File: config.mk
export PLATFORM = sky130hd
export DESIGN_NAME = udp_socket_demux_table
export DESIGN_NICKNAME = d
export VERILOG_FILES = /design/src/sv/udst_pkg.sv /design/src/sv/udst_ram.sv /design/src/sv/udst_front.sv /design/src/sv/udst_back.sv /design/src/sv/udp_socket_demux_table.sv
export SDC_FILE = /design/constraint.sdc
export NUM_CORES = 2
export LEC_CHECK = 0
export BUFFER_PORTS_ARGS = -buffer_cell sky130_fd_sc_hd__buf_2
export CAP_MARGIN = 20
export CORE_UTILIZATION = 35
export CTS_BUF_LIST = sky130_fd_sc_hd__clkbuf_16
export CTS_CLUSTER_SIZE = 40
export DETAILED_ROUTE_END_ITERATION = 10
export GPL_ROUTABILITY_DRIVEN = 0
export PLACE_DENSITY = 0.53
export SETUP_SLACK_MARGIN = 0.1
export SYNTH_ARGS = -nofsm -noshare
export SYNTH_HDL_FRONTEND = slang
export SYNTH_SLANG_ARGS = --single-unit
File: constraint.sdc
create_clock -name clk -period 8.75 [get_ports clk]
set_clock_uncertainty 0.2 [all_clocks]
set_input_delay 0.4375 -clock clk [delete_from_list [all_inputs] [get_ports clk]]
set_output_delay 0.4375 -clock clk [all_outputs]
set_load 0.01 [all_outputs]
File: src/sv/udst_pkg.sv
// Shared types and constants for the UDP socket demux table.
// Used by udst_front, udst_back and udp_socket_demux_table; depends on nothing.
package udst_pkg;

  localparam int MAX_SESSIONS_DEF = 16;
  localparam int SLOT_W           = 4;
  localparam int IP_W             = 32;
  localparam int PORT_W           = 16;
  localparam int SOCK_W           = 16;
  localparam int REQ_W            = 2;
  localparam int STATUS_W         = 3;
  localparam int QUEUE_DEPTH      = 2;

  // Request codes on in_req_type
  localparam logic [REQ_W-1:0] REQ_DELIVER = 2'd0;
  localparam logic [REQ_W-1:0] REQ_OPEN    = 2'd1;
  localparam logic [REQ_W-1:0] REQ_CLOSE   = 2'd2;

  typedef enum logic [STATUS_W-1:0] {
    ST_CONNECTED = 3'd0,
    ST_WILDCARD  = 3'd1,
    ST_NOMATCH   = 3'd2,
    ST_OPENED    = 3'd3,
    ST_CLOSED    = 3'd4
  } status_t;

  // Classified operation handed from the front to the back
  typedef enum logic [1:0] {
    OP_DGRAM,
    OP_OPEN,
    OP_CLOSE,
    OP_REJECT
  } op_t;

  typedef struct packed {
    op_t                op;
    logic [SLOT_W-1:0]  slot;
    logic [IP_W-1:0]    peer_ip;
    logic [PORT_W-1:0]  peer_port;
    logic [PORT_W-1:0]  own_port;
    logic               own_is_any;
    logic [SOCK_W-1:0]  socket_id;
  } cmd_t;

  // One session as stored in the table RAM
  typedef struct packed {
    logic               local_any;
    logic [PORT_W-1:0]  local_port;
    logic [IP_W-1:0]    remote_ip;
    logic [PORT_W-1:0]  remote_port;
    logic [SOCK_W-1:0]  socket;
  } entry_t;

  localparam int ENTRY_W = $bits(entry_t);

endpackage

File: src/sv/udst_ram.sv
// Generic single-write, single-read RAM with registered read data.
// No dependencies.
module udst_ram #(
  parameter int WIDTH = 8,
  parameter int DEPTH = 16,
  localparam int AW   = (DEPTH > 1) ? $clog2(DEPTH) : 1
) (
  input  logic             clk,
  input  logic             we,
  input  logic [AW-1:0]    waddr,
  input  logic [WIDTH-1:0] wdata,
  input  logic [AW-1:0]    raddr,
  output logic [WIDTH-1:0] rdata
);

  logic [WIDTH-1:0] mem_r [DEPTH];
  logic [WIDTH-1:0] rdata_r;

  always_ff @(posedge clk) begin
    if (we) begin
      mem_r[waddr] <= wdata;
    end
    rdata_r <= mem_r[raddr];
  end

  assign rdata = rdata_r;

endmodule

File: src/sv/udst_front.sv
// Front end of the demux table: accepts requests, classifies them and queues them.
// Depends on udst_pkg.
module udst_front #(
  parameter int MAX_SESSIONS = udst_pkg::MAX_SESSIONS_DEF
) (
  input  logic                         clk,
  input  logic                         rst_n,
  input  logic                         start,
  output logic                         busy,
  input  logic [udst_pkg::REQ_W-1:0]   in_req_type,
  input  logic [udst_pkg::SLOT_W-1:0]  in_slot,
  input  logic [udst_pkg::IP_W-1:0]    in_peer_ip,
  input  logic [udst_pkg::PORT_W-1:0]  in_peer_port,
  input  logic [udst_pkg::PORT_W-1:0]  in_own_port,
  input  logic                         in_own_is_any,
  input  logic [udst_pkg::SOCK_W-1:0]  in_socket_id,
  output logic                         head_valid,
  output udst_pkg::cmd_t               head,
  input  logic                         pop
);

  localparam int QD   = udst_pkg::QUEUE_DEPTH;
  localparam int QAW  = $clog2(QD);
  localparam int QCW  = $clog2(QD + 1);

  udst_pkg::cmd_t  q_r [QD];
  logic [QAW-1:0]  wr_ptr_r, wr_ptr_nxt;
  logic [QAW-1:0]  rd_ptr_r, rd_ptr_nxt;
  logic [QCW-1:0]  cnt_r, cnt_nxt;
  udst_pkg::cmd_t  cmd;
  logic            in_range;
  logic            push;
  logic            do_pop;

  // Classify: an open or close on a slot past the table, and unknown codes, become a reject
  always_comb begin
    in_range    = ({{(32 - udst_pkg::SLOT_W){1'b0}}, in_slot} < 32'(MAX_SESSIONS));
    cmd.slot       = in_slot;
    cmd.peer_ip    = in_peer_ip;
    cmd.peer_port  = in_peer_port;
    cmd.own_port   = in_own_port;
    cmd.own_is_any = in_own_is_any;
    cmd.socket_id  = in_socket_id;
    case (in_req_type)
      udst_pkg::REQ_DELIVER: cmd.op = udst_pkg::OP_DGRAM;
      udst_pkg::REQ_OPEN:    cmd.op = in_range ? udst_pkg::OP_OPEN : udst_pkg::OP_REJECT;
      udst_pkg::REQ_CLOSE:   cmd.op = in_range ? udst_pkg::OP_CLOSE : udst_pkg::OP_REJECT;
      default:               cmd.op = udst_pkg::OP_REJECT;
    endcase
  end

  assign busy       = (cnt_r == QCW'(QD));
  assign push       = start && !busy;
  assign head_valid = (cnt_r != '0);
  assign do_pop     = pop && head_valid;
  assign head       = q_r[rd_ptr_r];

  always_comb begin
    wr_ptr_nxt = wr_ptr_r;
    rd_ptr_nxt = rd_ptr_r;
    cnt_nxt    = cnt_r;
    if (push) begin
      wr_ptr_nxt = (wr_ptr_r == QAW'(QD - 1)) ? '0 : wr_ptr_r + 1'b1;
    end
    if (do_pop) begin
      rd_ptr_nxt = (rd_ptr_r == QAW'(QD - 1)) ? '0 : rd_ptr_r + 1'b1;
    end
    if (push && !do_pop) begin
      cnt_nxt = cnt_r + 1'b1;
    end else if (!push && do_pop) begin
      cnt_nxt = cnt_r - 1'b1;
    end
  end

  always_ff @(posedge clk) begin
    if (!rst_n) begin
      wr_ptr_r <= '0;
      rd_ptr_r <= '0;
      cnt_r    <= '0;
    end else begin
      wr_ptr_r <= wr_ptr_nxt;
      rd_ptr_r <= rd_ptr_nxt;
      cnt_r    <= cnt_nxt;
    end
    if (push) begin
      q_r[wr_ptr_r] <= cmd;
    end
  end

endmodule

File: src/sv/udst_back.sv
// Back end of the demux table: session RAM, valid bits, datagram scan and result register.
// Depends on udst_pkg and udst_ram.
module udst_back #(
  parameter int MAX_SESSIONS = udst_pkg::MAX_SESSIONS_DEF
) (
  input  logic                          clk,
  input  logic                          rst_n,
  input  logic                          head_valid,
  input  udst_pkg::cmd_t                head,
  output logic                          pop,
  output logic                          out_valid,
  output logic [udst_pkg::STATUS_W-1:0] out_status,
  output logic [udst_pkg::SLOT_W-1:0]   out_hit_slot,
  output logic [udst_pkg::SOCK_W-1:0]   out_hit_socket
);

  // Only slots the slot field can reach are ever opened
  localparam int SLOT_LIM  = 1 << udst_pkg::SLOT_W;
  localparam int TBL_DEPTH = (MAX_SESSIONS < SLOT_LIM) ? MAX_SESSIONS : SLOT_LIM;
  localparam int IDX_W     = $clog2(TBL_DEPTH);
  localparam logic [IDX_W-1:0] LAST_IDX = IDX_W'(TBL_DEPTH - 1);

  typedef enum logic {S_IDLE, S_SCAN} state_t;

  state_t                        state_r, state_nxt;
  logic [TBL_DEPTH-1:0]          valid_r, valid_nxt;
  udst_pkg::cmd_t                cur_r, cur_nxt;
  logic [IDX_W-1:0]              cmp_idx_r, cmp_idx_nxt;
  logic                          wild_found_r, wild_found_nxt;
  logic [IDX_W-1:0]              wild_idx_r, wild_idx_nxt;
  udst_pkg::entry_t              wild_ent_r, wild_ent_nxt;
  logic                          out_valid_r, out_valid_nxt;
  udst_pkg::status_t             out_status_r, out_status_nxt;
  logic [udst_pkg::SLOT_W-1:0]   out_slot_r, out_slot_nxt;
  logic [udst_pkg::SOCK_W-1:0]   out_sock_r, out_sock_nxt;

  logic                          ram_we;
  logic [IDX_W-1:0]              ram_waddr;
  udst_pkg::entry_t              ram_wdata;
  logic [IDX_W-1:0]              ram_raddr;
  logic [udst_pkg::ENTRY_W-1:0]  ram_rdata;

  udst_pkg::entry_t              ent;
  udst_pkg::entry_t              bind_ent;
  logic [IDX_W-1:0]              head_idx;
  logic [IDX_W-1:0]              bind_idx;
  logic                          ent_v;
  logic                          conn_hit;
  logic                          wild_hit;
  logic                          take_wild;
  logic                          at_last;

  udst_ram #(
    .WIDTH (udst_pkg::ENTRY_W),
    .DEPTH (TBL_DEPTH)
  ) u_ram (
    .clk   (clk),
    .we    (ram_we),
    .waddr (ram_waddr),
    .wdata (ram_wdata),
    .raddr (ram_raddr),
    .rdata (ram_rdata)
  );

  assign ent       = udst_pkg::entry_t'(ram_rdata);
  assign head_idx  = head.slot[IDX_W-1:0];
  assign ent_v     = valid_r[cmp_idx_r];
  assign conn_hit  = ent_v && (ent.remote_ip == cur_r.peer_ip) &&
                     (ent.local_port == cur_r.own_port) &&
                     (ent.remote_port == cur_r.peer_port);
  assign wild_hit  = ent_v && ent.local_any && (ent.local_port == cur_r.own_port);
  assign take_wild = wild_hit && !wild_found_r;
  assign at_last   = (cmp_idx_r == LAST_IDX);
  assign bind_idx  = take_wild ? cmp_idx_r : wild_idx_r;

  // Prefetch entry 0 while idle so a scan starts with data in hand
  assign ram_raddr = (state_r == S_SCAN && !at_last) ? cmp_idx_r + 1'b1 : '0;

  always_comb begin
    state_nxt      = state_r;
    valid_nxt      = valid_r;
    cur_nxt        = cur_r;
    cmp_idx_nxt    = cmp_idx_r;
    wild_found_nxt = wild_found_r;
    wild_idx_nxt   = wild_idx_r;
    wild_ent_nxt   = wild_ent_r;
    out_valid_nxt  = 1'b0;
    out_status_nxt = out_status_r;
    out_slot_nxt   = out_slot_r;
    out_sock_nxt   = out_sock_r;
    pop            = 1'b0;
    ram_we         = 1'b0;
    ram_waddr      = head_idx;
    ram_wdata.local_any   = head.own_is_any;
    ram_wdata.local_port  = head.own_port;
    ram_wdata.remote_ip   = head.peer_ip;
    ram_wdata.remote_port = head.peer_port;
    ram_wdata.socket      = head.socket_id;
    bind_ent       = take_wild ? ent : wild_ent_r;

    case (state_r)
      S_IDLE: begin
        if (head_valid) begin
          pop = 1'b1;
          case (head.op)
            udst_pkg::OP_OPEN: begin
              ram_we              = 1'b1;
              valid_nxt[head_idx] = 1'b1;
              out_valid_nxt       = 1'b1;
              out_status_nxt      = udst_pkg::ST_OPENED;
              out_slot_nxt        = head.slot;
              out_sock_nxt        = '0;
            end
            udst_pkg::OP_CLOSE: begin
              valid_nxt[head_idx] = 1'b0;
              out_valid_nxt       = 1'b1;
              out_status_nxt      = udst_pkg::ST_CLOSED;
              out_slot_nxt        = head.slot;
              out_sock_nxt        = '0;
            end
            udst_pkg::OP_DGRAM: begin
              cur_nxt        = head;
              cmp_idx_nxt    = '0;
              wild_found_nxt = 1'b0;
              state_nxt      = S_SCAN;
            end
            default: begin
              out_valid_nxt  = 1'b1;
              out_status_nxt = udst_pkg::ST_NOMATCH;
              out_slot_nxt   = '0;
              out_sock_nxt   = '0;
            end
          endcase
        end
      end

      S_SCAN: begin
        if (conn_hit) begin
          // Lowest connected slot wins; stop at once
          out_valid_nxt  = 1'b1;
          out_status_nxt = udst_pkg::ST_CONNECTED;
          out_slot_nxt   = udst_pkg::SLOT_W'(cmp_idx_r);
          out_sock_nxt   = ent.socket;
          state_nxt      = S_IDLE;
        end else begin
          if (take_wild) begin
            wild_found_nxt = 1'b1;
            wild_idx_nxt   = cmp_idx_r;
            wild_ent_nxt   = ent;
          end
          if (at_last) begin
            out_valid_nxt = 1'b1;
            state_nxt     = S_IDLE;
            if (wild_found_r || take_wild) begin
              // Bind the wildcard session to the sender
              ram_we                = 1'b1;
              ram_waddr             = bind_idx;
              ram_wdata             = bind_ent;
              ram_wdata.remote_ip   = cur_r.peer_ip;
              ram_wdata.remote_port = cur_r.peer_port;
              out_status_nxt        = udst_pkg::ST_WILDCARD;
              out_slot_nxt          = udst_pkg::SLOT_W'(bind_idx);
              out_sock_nxt          = bind_ent.socket;
            end else begin
              out_status_nxt = udst_pkg::ST_NOMATCH;
              out_slot_nxt   = '0;
              out_sock_nxt   = '0;
            end
          end else begin
            cmp_idx_nxt = cmp_idx_r + 1'b1;
          end
        end
      end

      default: begin
        state_nxt = S_IDLE;
      end
    endcase
  end

  always_ff @(posedge clk) begin
    if (!rst_n) begin
      state_r      <= S_IDLE;
      valid_r      <= '0;
      wild_found_r <= 1'b0;
      out_valid_r  <= 1'b0;
      cmp_idx_r    <= '0;
    end else begin
      state_r      <= state_nxt;
      valid_r      <= valid_nxt;
      wild_found_r <= wild_found_nxt;
      out_valid_r  <= out_valid_nxt;
      cmp_idx_r    <= cmp_idx_nxt;
    end
    cur_r        <= cur_nxt;
    wild_idx_r   <= wild_idx_nxt;
    wild_ent_r   <= wild_ent_nxt;
    out_status_r <= out_status_nxt;
    out_slot_r   <= out_slot_nxt;
    out_sock_r   <= out_sock_nxt;
  end

  assign out_valid      = out_valid_r;
  assign out_status     = out_status_r;
  assign out_hit_slot   = out_slot_r;
  assign out_hit_socket = out_sock_r;

endmodule

File: src/sv/udp_socket_demux_table.sv
// Top level of the UDP socket demux table: front end, command queue and lookup back end.
// Depends on udst_pkg, udst_front, udst_back (and udst_ram through udst_back).
//
// Usage: present a request with start high; it is taken on a rising edge where busy is
// low. Every request yields exactly one result, shown for a single cycle with out_valid
// high; the result side has no back-pressure, so sample it whenever out_valid is set.
// Results come back in request order. An open, a close or a rejected request (unknown
// code, or an open or close whose slot is not below MAX_SESSIONS) is handled by the back
// end without a scan. A datagram scans the session RAM one entry per cycle through its
// single read port: it stops at the first connected hit and otherwise reads every entry,
// the table depth being min(MAX_SESSIONS,16) because the slot field is four bits. The
// result is registered. A two-entry command queue sits between the front end and the
// back end, so busy rises only once two requests wait behind the one in progress. After
// reset all sessions are closed; no clearing pass is needed.
module udp_socket_demux_table #(
  parameter int MAX_SESSIONS = udst_pkg::MAX_SESSIONS_DEF
) (
  input  logic                          clk,
  input  logic                          rst_n,
  input  logic                          start,
  output logic                          busy,
  input  logic [udst_pkg::REQ_W-1:0]    in_req_type,
  input  logic [udst_pkg::SLOT_W-1:0]   in_slot,
  input  logic [udst_pkg::IP_W-1:0]     in_peer_ip,
  input  logic [udst_pkg::PORT_W-1:0]   in_peer_port,
  input  logic [udst_pkg::PORT_W-1:0]   in_own_port,
  input  logic                          in_own_is_any,
  input  logic [udst_pkg::SOCK_W-1:0]   in_socket_id,
  output logic                          out_valid,
  output logic [udst_pkg::STATUS_W-1:0] out_status,
  output logic [udst_pkg::SLOT_W-1:0]   out_hit_slot,
  output logic [udst_pkg::SOCK_W-1:0]   out_hit_socket
);

  udst_pkg::cmd_t head;
  logic           head_valid;
  logic           pop;

  // Accept and classify; hold up to two commands for the back end
  udst_front #(
    .MAX_SESSIONS (MAX_SESSIONS)
  ) u_front (
    .clk           (clk),
    .rst_n         (rst_n),
    .start         (start),
    .busy          (busy),
    .in_req_type   (in_req_type),
    .in_slot       (in_slot),
    .in_peer_ip    (in_peer_ip),
    .in_peer_port  (in_peer_port),
    .in_own_port   (in_own_port),
    .in_own_is_any (in_own_is_any),
    .in_socket_id  (in_socket_id),
    .head_valid    (head_valid),
    .head          (head),
    .pop           (pop)
  );

  // Execute: update the table or scan it, then drive one result
  udst_back #(
    .MAX_SESSIONS (MAX_SESSIONS)
  ) u_back (
    .clk            (clk),
    .rst_n          (rst_n),
    .head_valid     (head_valid),
    .head           (head),
    .pop            (pop),
    .out_valid      (out_valid),
    .out_status     (out_status),
    .out_hit_slot   (out_hit_slot),
    .out_hit_socket (out_hit_socket)
  );

  // A miss or a rejected request reports neither slot nor socket
  a_nomatch_zero: assert property (@(posedge clk) disable iff (!rst_n)
    (out_valid && out_status == udst_pkg::ST_NOMATCH) |->
      (out_hit_slot == '0 && out_hit_socket == '0))
    else $error("no-match result carries a slot or socket");

  // Table updates never report a socket, and only name a slot inside the table
  a_update_result: assert property (@(posedge clk) disable iff (!rst_n)
    (out_valid && (out_status == udst_pkg::ST_OPENED || out_status == udst_pkg::ST_CLOSED)) |->
      (out_hit_socket == '0 &&
       {{(32 - udst_pkg::SLOT_W){1'b0}}, out_hit_slot} < 32'(MAX_SESSIONS)))
    else $error("open/close result malformed");

  // The back end pops only from a non-empty queue
  a_pop_nonempty: assert property (@(posedge clk) disable iff (!rst_n)
    pop |-> head_valid)
    else $error("command popped from empty queue");

  // A result needs a command to have been taken earlier
  a_result_cause: assert property (@(posedge clk) disable iff (!rst_n)
    (out_valid && !$past(pop)) |-> (out_status == udst_pkg::ST_CONNECTED ||
      out_status == udst_pkg::ST_WILDCARD || out_status == udst_pkg::ST_NOMATCH))
    else $error("update result without a popped command");

endmodule
# Word-level counts from Yosys, hierarchy flattened
# Memory sizes are Yosys's and may differ from the RTL's. A register that Yosys moved wholly into a read port is not among the register bits.
# Index checks and enable logic that the tools add are counted.
[totals]
word_cells = 155
register_bits = 199
memories = 2
output_inout_bits = 25
in_bits = 90
mem_bits_rw = 1470
[op_classes]
addsub = 5
muxes = 73
n_reduce_logical = 31
bitwise = 5
n_lt_le_gt_ge = 3
eq_ne = 16
[mem_list]
columns = ["memory", "depth", "width", "rd", "rd_ports_with_merged_regs", "write_ports", "line_no", "rtl"]
rows = [
  ["u_back.u_ram.mem_r", 16, 81, 1, 1, 1, "udst_ram.sv:16", "logic [WIDTH-1:0] mem_r [DEPTH];"],
  ["u_front.q_r", 2, 87, 1, 1, 1, "udst_front.sv:26", "udst_pkg::cmd_t q_r [QD];"],
]
[op_table]
columns = ["cell", "count"]
rows = [
  ["81-bit 2-to-1 mux", 5],
  ["16-bit 2-to-1 mux", 5],
  ["16-bit one-hot mux with 2 select lines", 2],
  ["4-bit 2-to-1 mux", 14],
  ["16-bit equality test", 2],
  ["32-bit equality test", 1],
  ["1-bit 2-to-1 mux", 29],
  ["4-bit one-hot mux with 2 select lines", 3],
  ["16-bit AND", 1],
  ["16-bit NOT", 1],
  ["16-bit OR", 1],
  ["1-bit logical AND", 12],
  ["2-bit inequality test (second input constant)", 6],
  ["3-bit AND reduction", 4],
  ["4-bit by 5-bit < comparator with 1-bit output (second input constant)", 2],
  ["3-bit 2-to-1 mux", 3],
  ["3-bit one-hot mux with 3 select lines", 1],
  ["1-bit one-hot mux with 2 select lines", 4],
  ["4-bit AND reduction", 2],
  ["2-bit equality test (second input constant)", 3],
  ["2-bit 2-to-1 mux", 3],
  ["2-bit one-hot mux with 3 select lines", 1],
  ["3-bit one-hot mux with 2 select lines", 1],
  ["2-bit nonzero test", 3],
  ["16 further kinds", 24],
]

# Longest topological paths before layout
[logic_depth]
ltp_word = 12
mapped_depth = 12
ltp_nobuf = 10

# By module
# From an unflattened synthesis, not the netlist that was laid out.
[hier_totals]
hier_cells = 2909
hier_area_um2 = 64363.0
[by_module_without_submodules]
columns = ["mod", "n_inst", "area_each_um2", "cells_each", "seq_area_each_um2"]
rows = [
  ["udst_ram", 1, 50058.0, 2078, 40538.9],
  ["udst_back", 1, 7662.3, 533, 4184.0],
  ["udst_front", 1, 6642.6, 298, 5325.1],
]

# Worst setup path before layout
# Ideal clock, no wire load.
[synth_timing]
path_type = "register to register"
startpoint = "register with a tool-made name"
endpoint = "memory u_back.u_ram.mem_r[8][0] (netlist bit) (enable)"
slack_ns = -0.127
path_stages_with_launch = 10
arrival_time_ns = 8.040
path_buffers = 3
synth_period_minus_slack_ns = 8.877
t_required_ns = 7.913
setup_time_ns = 0.637
cell_sequence = "dfxtp_1 clkbuf_1 buf_1 clkbuf_1 mux2i_1 ha_1 nand2_1 nor2_1 a32o_1 nor3b_1"
[synth_lines]
columns = ["element", "line_no"]
rows = [
  ["end, declared", "udst_ram.sv:16"],
]

# Worst setup path after layout
[layout_timing]
startpoint = "register u_back.cur_r[79] (netlist bit)"
endpoint = "memory u_back.u_ram.mem_r[15][52] (netlist bit) (enable)"
[layout_between]
elab_chain_len = 8
elab_cells_between_ends = 10
classes_between = "eq/ne: 1; mux: 6; reduce/logical: 3"
[layout_rtl]
columns = ["element", "line_no", "rtl"]
rows = [
  ["start, declared", "udst_back.sv:27", "udst_pkg::cmd_t cur_r, cur_nxt;"],
  ["start signal, assigned", "udst_back.sv:195", "cur_r <= cur_nxt;"],
  ["32-bit equality test *", "udst_back.sv:68", "assign conn_hit = ent_v && (ent.remote_ip == cur_r.peer_ip) &&"],
  ["1-bit logical AND * (2 in series)", "udst_back.sv:68", ""],
  ["1-bit logical AND *", "udst_back.sv:69", "(ent.local_port == cur_r.own_port) &&"],
  ["1-bit 2-to-1 mux", "udst_back.sv:138", "if (conn_hit) begin"],
  ["1-bit one-hot mux with 2 select lines", "udst_back.sv:101", "case (state_r)"],
  ["1-bit 2-to-1 mux", "udst_ram.sv:20", "if (we) begin"],
  ["1-bit 2-to-1 mux (not written as such)", "udst_ram.sv:21", "mem_r[waddr] <= wdata;"],
]
# Mark *: on every way between the ends. The rest lies on a longest branch, timed or not.

==> results.py <==
metrics = {
    "outcome": {
        "status": "complete, no violations",
    },
    "floorplanning": {
        "coreArea_um2": 181000,
        "initial_core_util": 0.353,
        "rows": 156,
        "ios": 115,
        "die-area_um2": 185000,
        "die_w_um": 430,
        "die_h_um": 430,
    },
    "timing": {
        "fin_crit_sh": 0.772,
        "max_freq_mhz": 148,
        "finalSetupViolCount": 0,
        "tightestPinTransition_ns": 1.09,
        "hold_viol": 0,
        "rsz0062_at_grt": "no",
        "timing.final.max_slew_violations": 0,
        "finalSetupTns_ns": 0,
        "max_slew_margin": 0.271,
        "fin_crit_ns": 6.76,
    },
    "worst_setup_path": {
        "endpoint_kind": "flip-flop",
        "path_class": "flip-flop to flip-flop",
        "cp.required_ns": 8.96,
        "r2r_start": "u_back.cur_r[79]$_DFFE_PP_",
        "crit_slowest_cell": "or2_4",
        "reg2reg_to": "u_back.u_ram.mem_r[15][52]$_DFFE_PP_",
        "cpPeakStageDelay_ns": 0.89,
        "start_kind": "flip-flop",
        "crit_fanout": 57,
        "worstPathCellList": "xnor2_1 -> nand4_1 -> nor4_1 -> nand3_1 -> o211ai_4 -> or2_4 -> o21ai_0 -> nor3_2 -> buf_4 -> buf_4",
        "cpMostUsedCell": "buf_4",
        "critical_path_arrival_ns": 6.97,
        "r2r_cells": 10,
        "rrSetupSlack_ns": 1.99,
    },
    "power_and_ir_drop": {
        "vdd_drop_max_mv": 0.171,
        "p_sw_w": 0.00521,
        "internal_power_w": 0.0151,
        "clkPwrFrac": 0.350,
        "p_leak_nw": 24.2,
        "p_seq_frac": 0.503,
        "p_sw_frac": 0.256,
        "power_frac_comb": 0.147,
        "p_per_area_nw_per_um2": 275,
    },
    "cells_and_area": {
        "n_antenna_cell": 0,
        "layout.area.seq_um2": 50100,
        "area_growth_pct": 15.7,
        "drive_above_1_share": 0.236,
        "post-route-util": 0.408,
        "stdcell_count": 5966,
        "fillers": 15900,
        "nets": 3540,
        "multi_input_area_um2": 13200,
    },
    "synthesis": {
        "synthTopCellsByArea": "edfxtp_1 75%, mux4_2 8.7%, dfxtp_1 3.4%",
        "yosysSeqAreaShare": 0.782,
        "synth_top_area_cell": "edfxtp_1",
        "synth_top_area_share": 0.748,
        "syn-num-nets": 3285,
        "syn_inst": 3189,
        "ys_types": 52,
        "avgSynthCellArea_um2": 20.1,
        "ys_warn_count": 0,
        "synth_area_um2": 64000,
        "synth-seq-cells": 1703,
    },
    "place": {
        "dp.cells": 5538,
        "numPortBuffers": 114,
        "hpwl_mm": 78.6,
    },
    "clocking": {
        "cts.sinks": 1703,
        "clk_path_buf_depth": 3,
        "cts_setup_buffers": 0,
        "numCtsBuffers": 176,
        "clk_pin_slew_ns": 0.06,
        "root_buffer": "clkbuf_16",
        "cts_tree": "built",
        "clk_latency_ns": 0.79,
        "htreeDepth": 4,
    },
    "routing": {
        "num_vias": 31800,
        "drtPass1Iterations": 5,
        "drt_iter0_drc": 2885,
        "wl_per_cell_um": 25.9,
        "avgViaCountPerCell": 5.33,
        "drc_errors": 0,
        "finalWirelength_mm": 154,
        "antenna_left": 0,
    },
    "global_routing": {
        "track_usage": 0.166,
        "grt_pass1_wl_mm": 227,
        "grt_max_degree": 187,
        "globalRouteOverflowTotal": 0,
        "antenna_found_initial": 0,
        "grt_pass1_vias": 32500,
    },
    "hold_path": {
        "min_path_cells": 2,
        "hp-class": "input pin to flip-flop",
        "holdCritStartpoint": "in_socket_id[0]",
        "whs_endpoint": "u_front.q_r[0][0]$_DFFE_PP_",
    },
    "job": {
        "cap_viol_max_count": 0,
    },
}
## layout make-up
class / count / share of cell area
flip-flops and latches: 1703 / 0.676
multi-input cells: 1255 / 0.178
clock buffers: 179 / 0.0605
well taps: 2370 / 0.0400
repair buffers: 280 / 0.0304
clock inverters: 151 / 0.0139
inverters: 28 / 0.00155
## per-stage QoR
stage               setup WS [ns]  hold WS, ns  total power [W]  instance area (um2)
floorplan                   0.192        0.249           0.0123                64000
global placement             2.20        0.275           0.0133                67600
detailed placement           1.93        0.280           0.0134                67600
CTS                          1.86        0.103           0.0205                74000
global route                 1.68        0.132           0.0211                74100
finish                       1.99        0.171           0.0203                74100
## cells in the mapped netlist (all sizes together)
cell	number
inv	28
nor3	14
xnor2	65
nand2b	5
a22oi	3
a31oi	1
o221ai	163
o211a	16
clkbuf	149
nand3	6
dfxtp	109
or2	2
mux4	247
nand4b	1
and2	6
a21boi	5
ha	6
o22ai	162
or3	2
nand4	16
o21ai	187
edfxtp	1594
o211ai	3
o21a	5
nand2	53
and3	6
nor2b	18
nor4	4
o31ai	1
nand3b	1
mux2	148
and3b	2
a21oi	22
buf	54
o32a	3
a211oi	16
a32o	1
a31o	1
mux2i	30
nor2	30
xor2	3
nor3b	1
## layout by cell type (no fill, tap or decap), drive strengths merged, types with 91 or more instances in the layout
master,instances
dfxtp,109
mux2,148
buf,190
inv,91
edfxtp,1594
o21ai,187
o22ai,162
mux4,247
clkbuf,179
o221ai,163
## worst max-delay path, delay by kind of cell, from the launching register on
family | cells | cell delay [ns]
compound gates | 2 | 1.38
xor+xnor | 1 | 0.19
buf+inv | 2 | 1.28
flops | 1 | 0.40
simple gates | 5 | 2.81
## flip-flops by register name, indices dropped and copies added, names as in the netlist, 2 cells and up, named ones only
register               count
u_back.out_hit_socket     16
u_back.out_hit_slot        4
u_back.wild_idx_r          4
u_back.u_ram.mem_r      1296
u_back.cmp_idx_r           4
u_front.cnt_r              2
u_front.q_r              174
u_back.wild_ent_r         33
u_back.u_ram.rdata        81
u_back.cur_r              64
u_back.out_status          3
## worst max-delay path by stage
stage | from | to | depth (start not counted)
finish | u_back.cur_r[79]$_DFFE_PP_ | u_back.u_ram.mem_r[15][52]$_DFFE_PP_ | 10
global route | u_back.cur_r[79]$_DFFE_PP_ | u_back.u_ram.mem_r[15][52]$_DFFE_PP_ | 10
CTS | u_back.cur_r[79]$_DFFE_PP_ | u_back.u_ram.mem_r[15][52]$_DFFE_PP_ | 10
detailed placement | u_back.cur_r[79]$_DFFE_PP_ | u_back.u_ram.mem_r[15][51]$_DFFE_PP_ | 10
global placement | u_back.cur_r[79]$_DFFE_PP_ | u_back.u_ram.mem_r[15][51]$_DFFE_PP_ | 10
floorplan | u_back.cur_r[31]$_DFFE_PP_ | u_back.u_ram.mem_r[13][0]$_DFFE_PP_ | 9
## power by group through the flow
stage / logic (W) / clock network, W / registers, W
global route: 0.00325 / 0.00756 / 0.0103
floorplan: 0.00190 / 0 / 0.0104
CTS: 0.00301 / 0.00728 / 0.0102
finish: 0.00298 / 0.00712 / 0.0102
detailed placement: 0.00297 / 0 / 0.0104
global placement: 0.00293 / 0 / 0.0104
## what timing repair did
item	CTS	global route
hold buffers	90	0
hold endpoints to repair	202	0
gates resized for setup	0	0
## per-layer routing
layer | global-route usage | wire length, um
met2 | 0.272 | 75000
met4 | 0.0396 | 2720
met1 | 0.234 | 69900
met5 | 0 | 0
met3 | 0.0235 | 6710
## cell families (layout without fill, tap and decap cells)
family                   after synthesis  after routing  share of synthesized area
AO/OA/AOI/OAI                        589            589                     0.0620
adder cells (fa/ha/maj)                6              6                    0.00117
flip-flops                          1703           1703                      0.782
multiplexers                         425            425                      0.118
AND/OR/NAND/NOR                      167            167                     0.0131
buffers and inverters                231            638                     0.0152
XOR/XNOR                              68             68                    0.00930
Power figures use the tool's default switching activity.
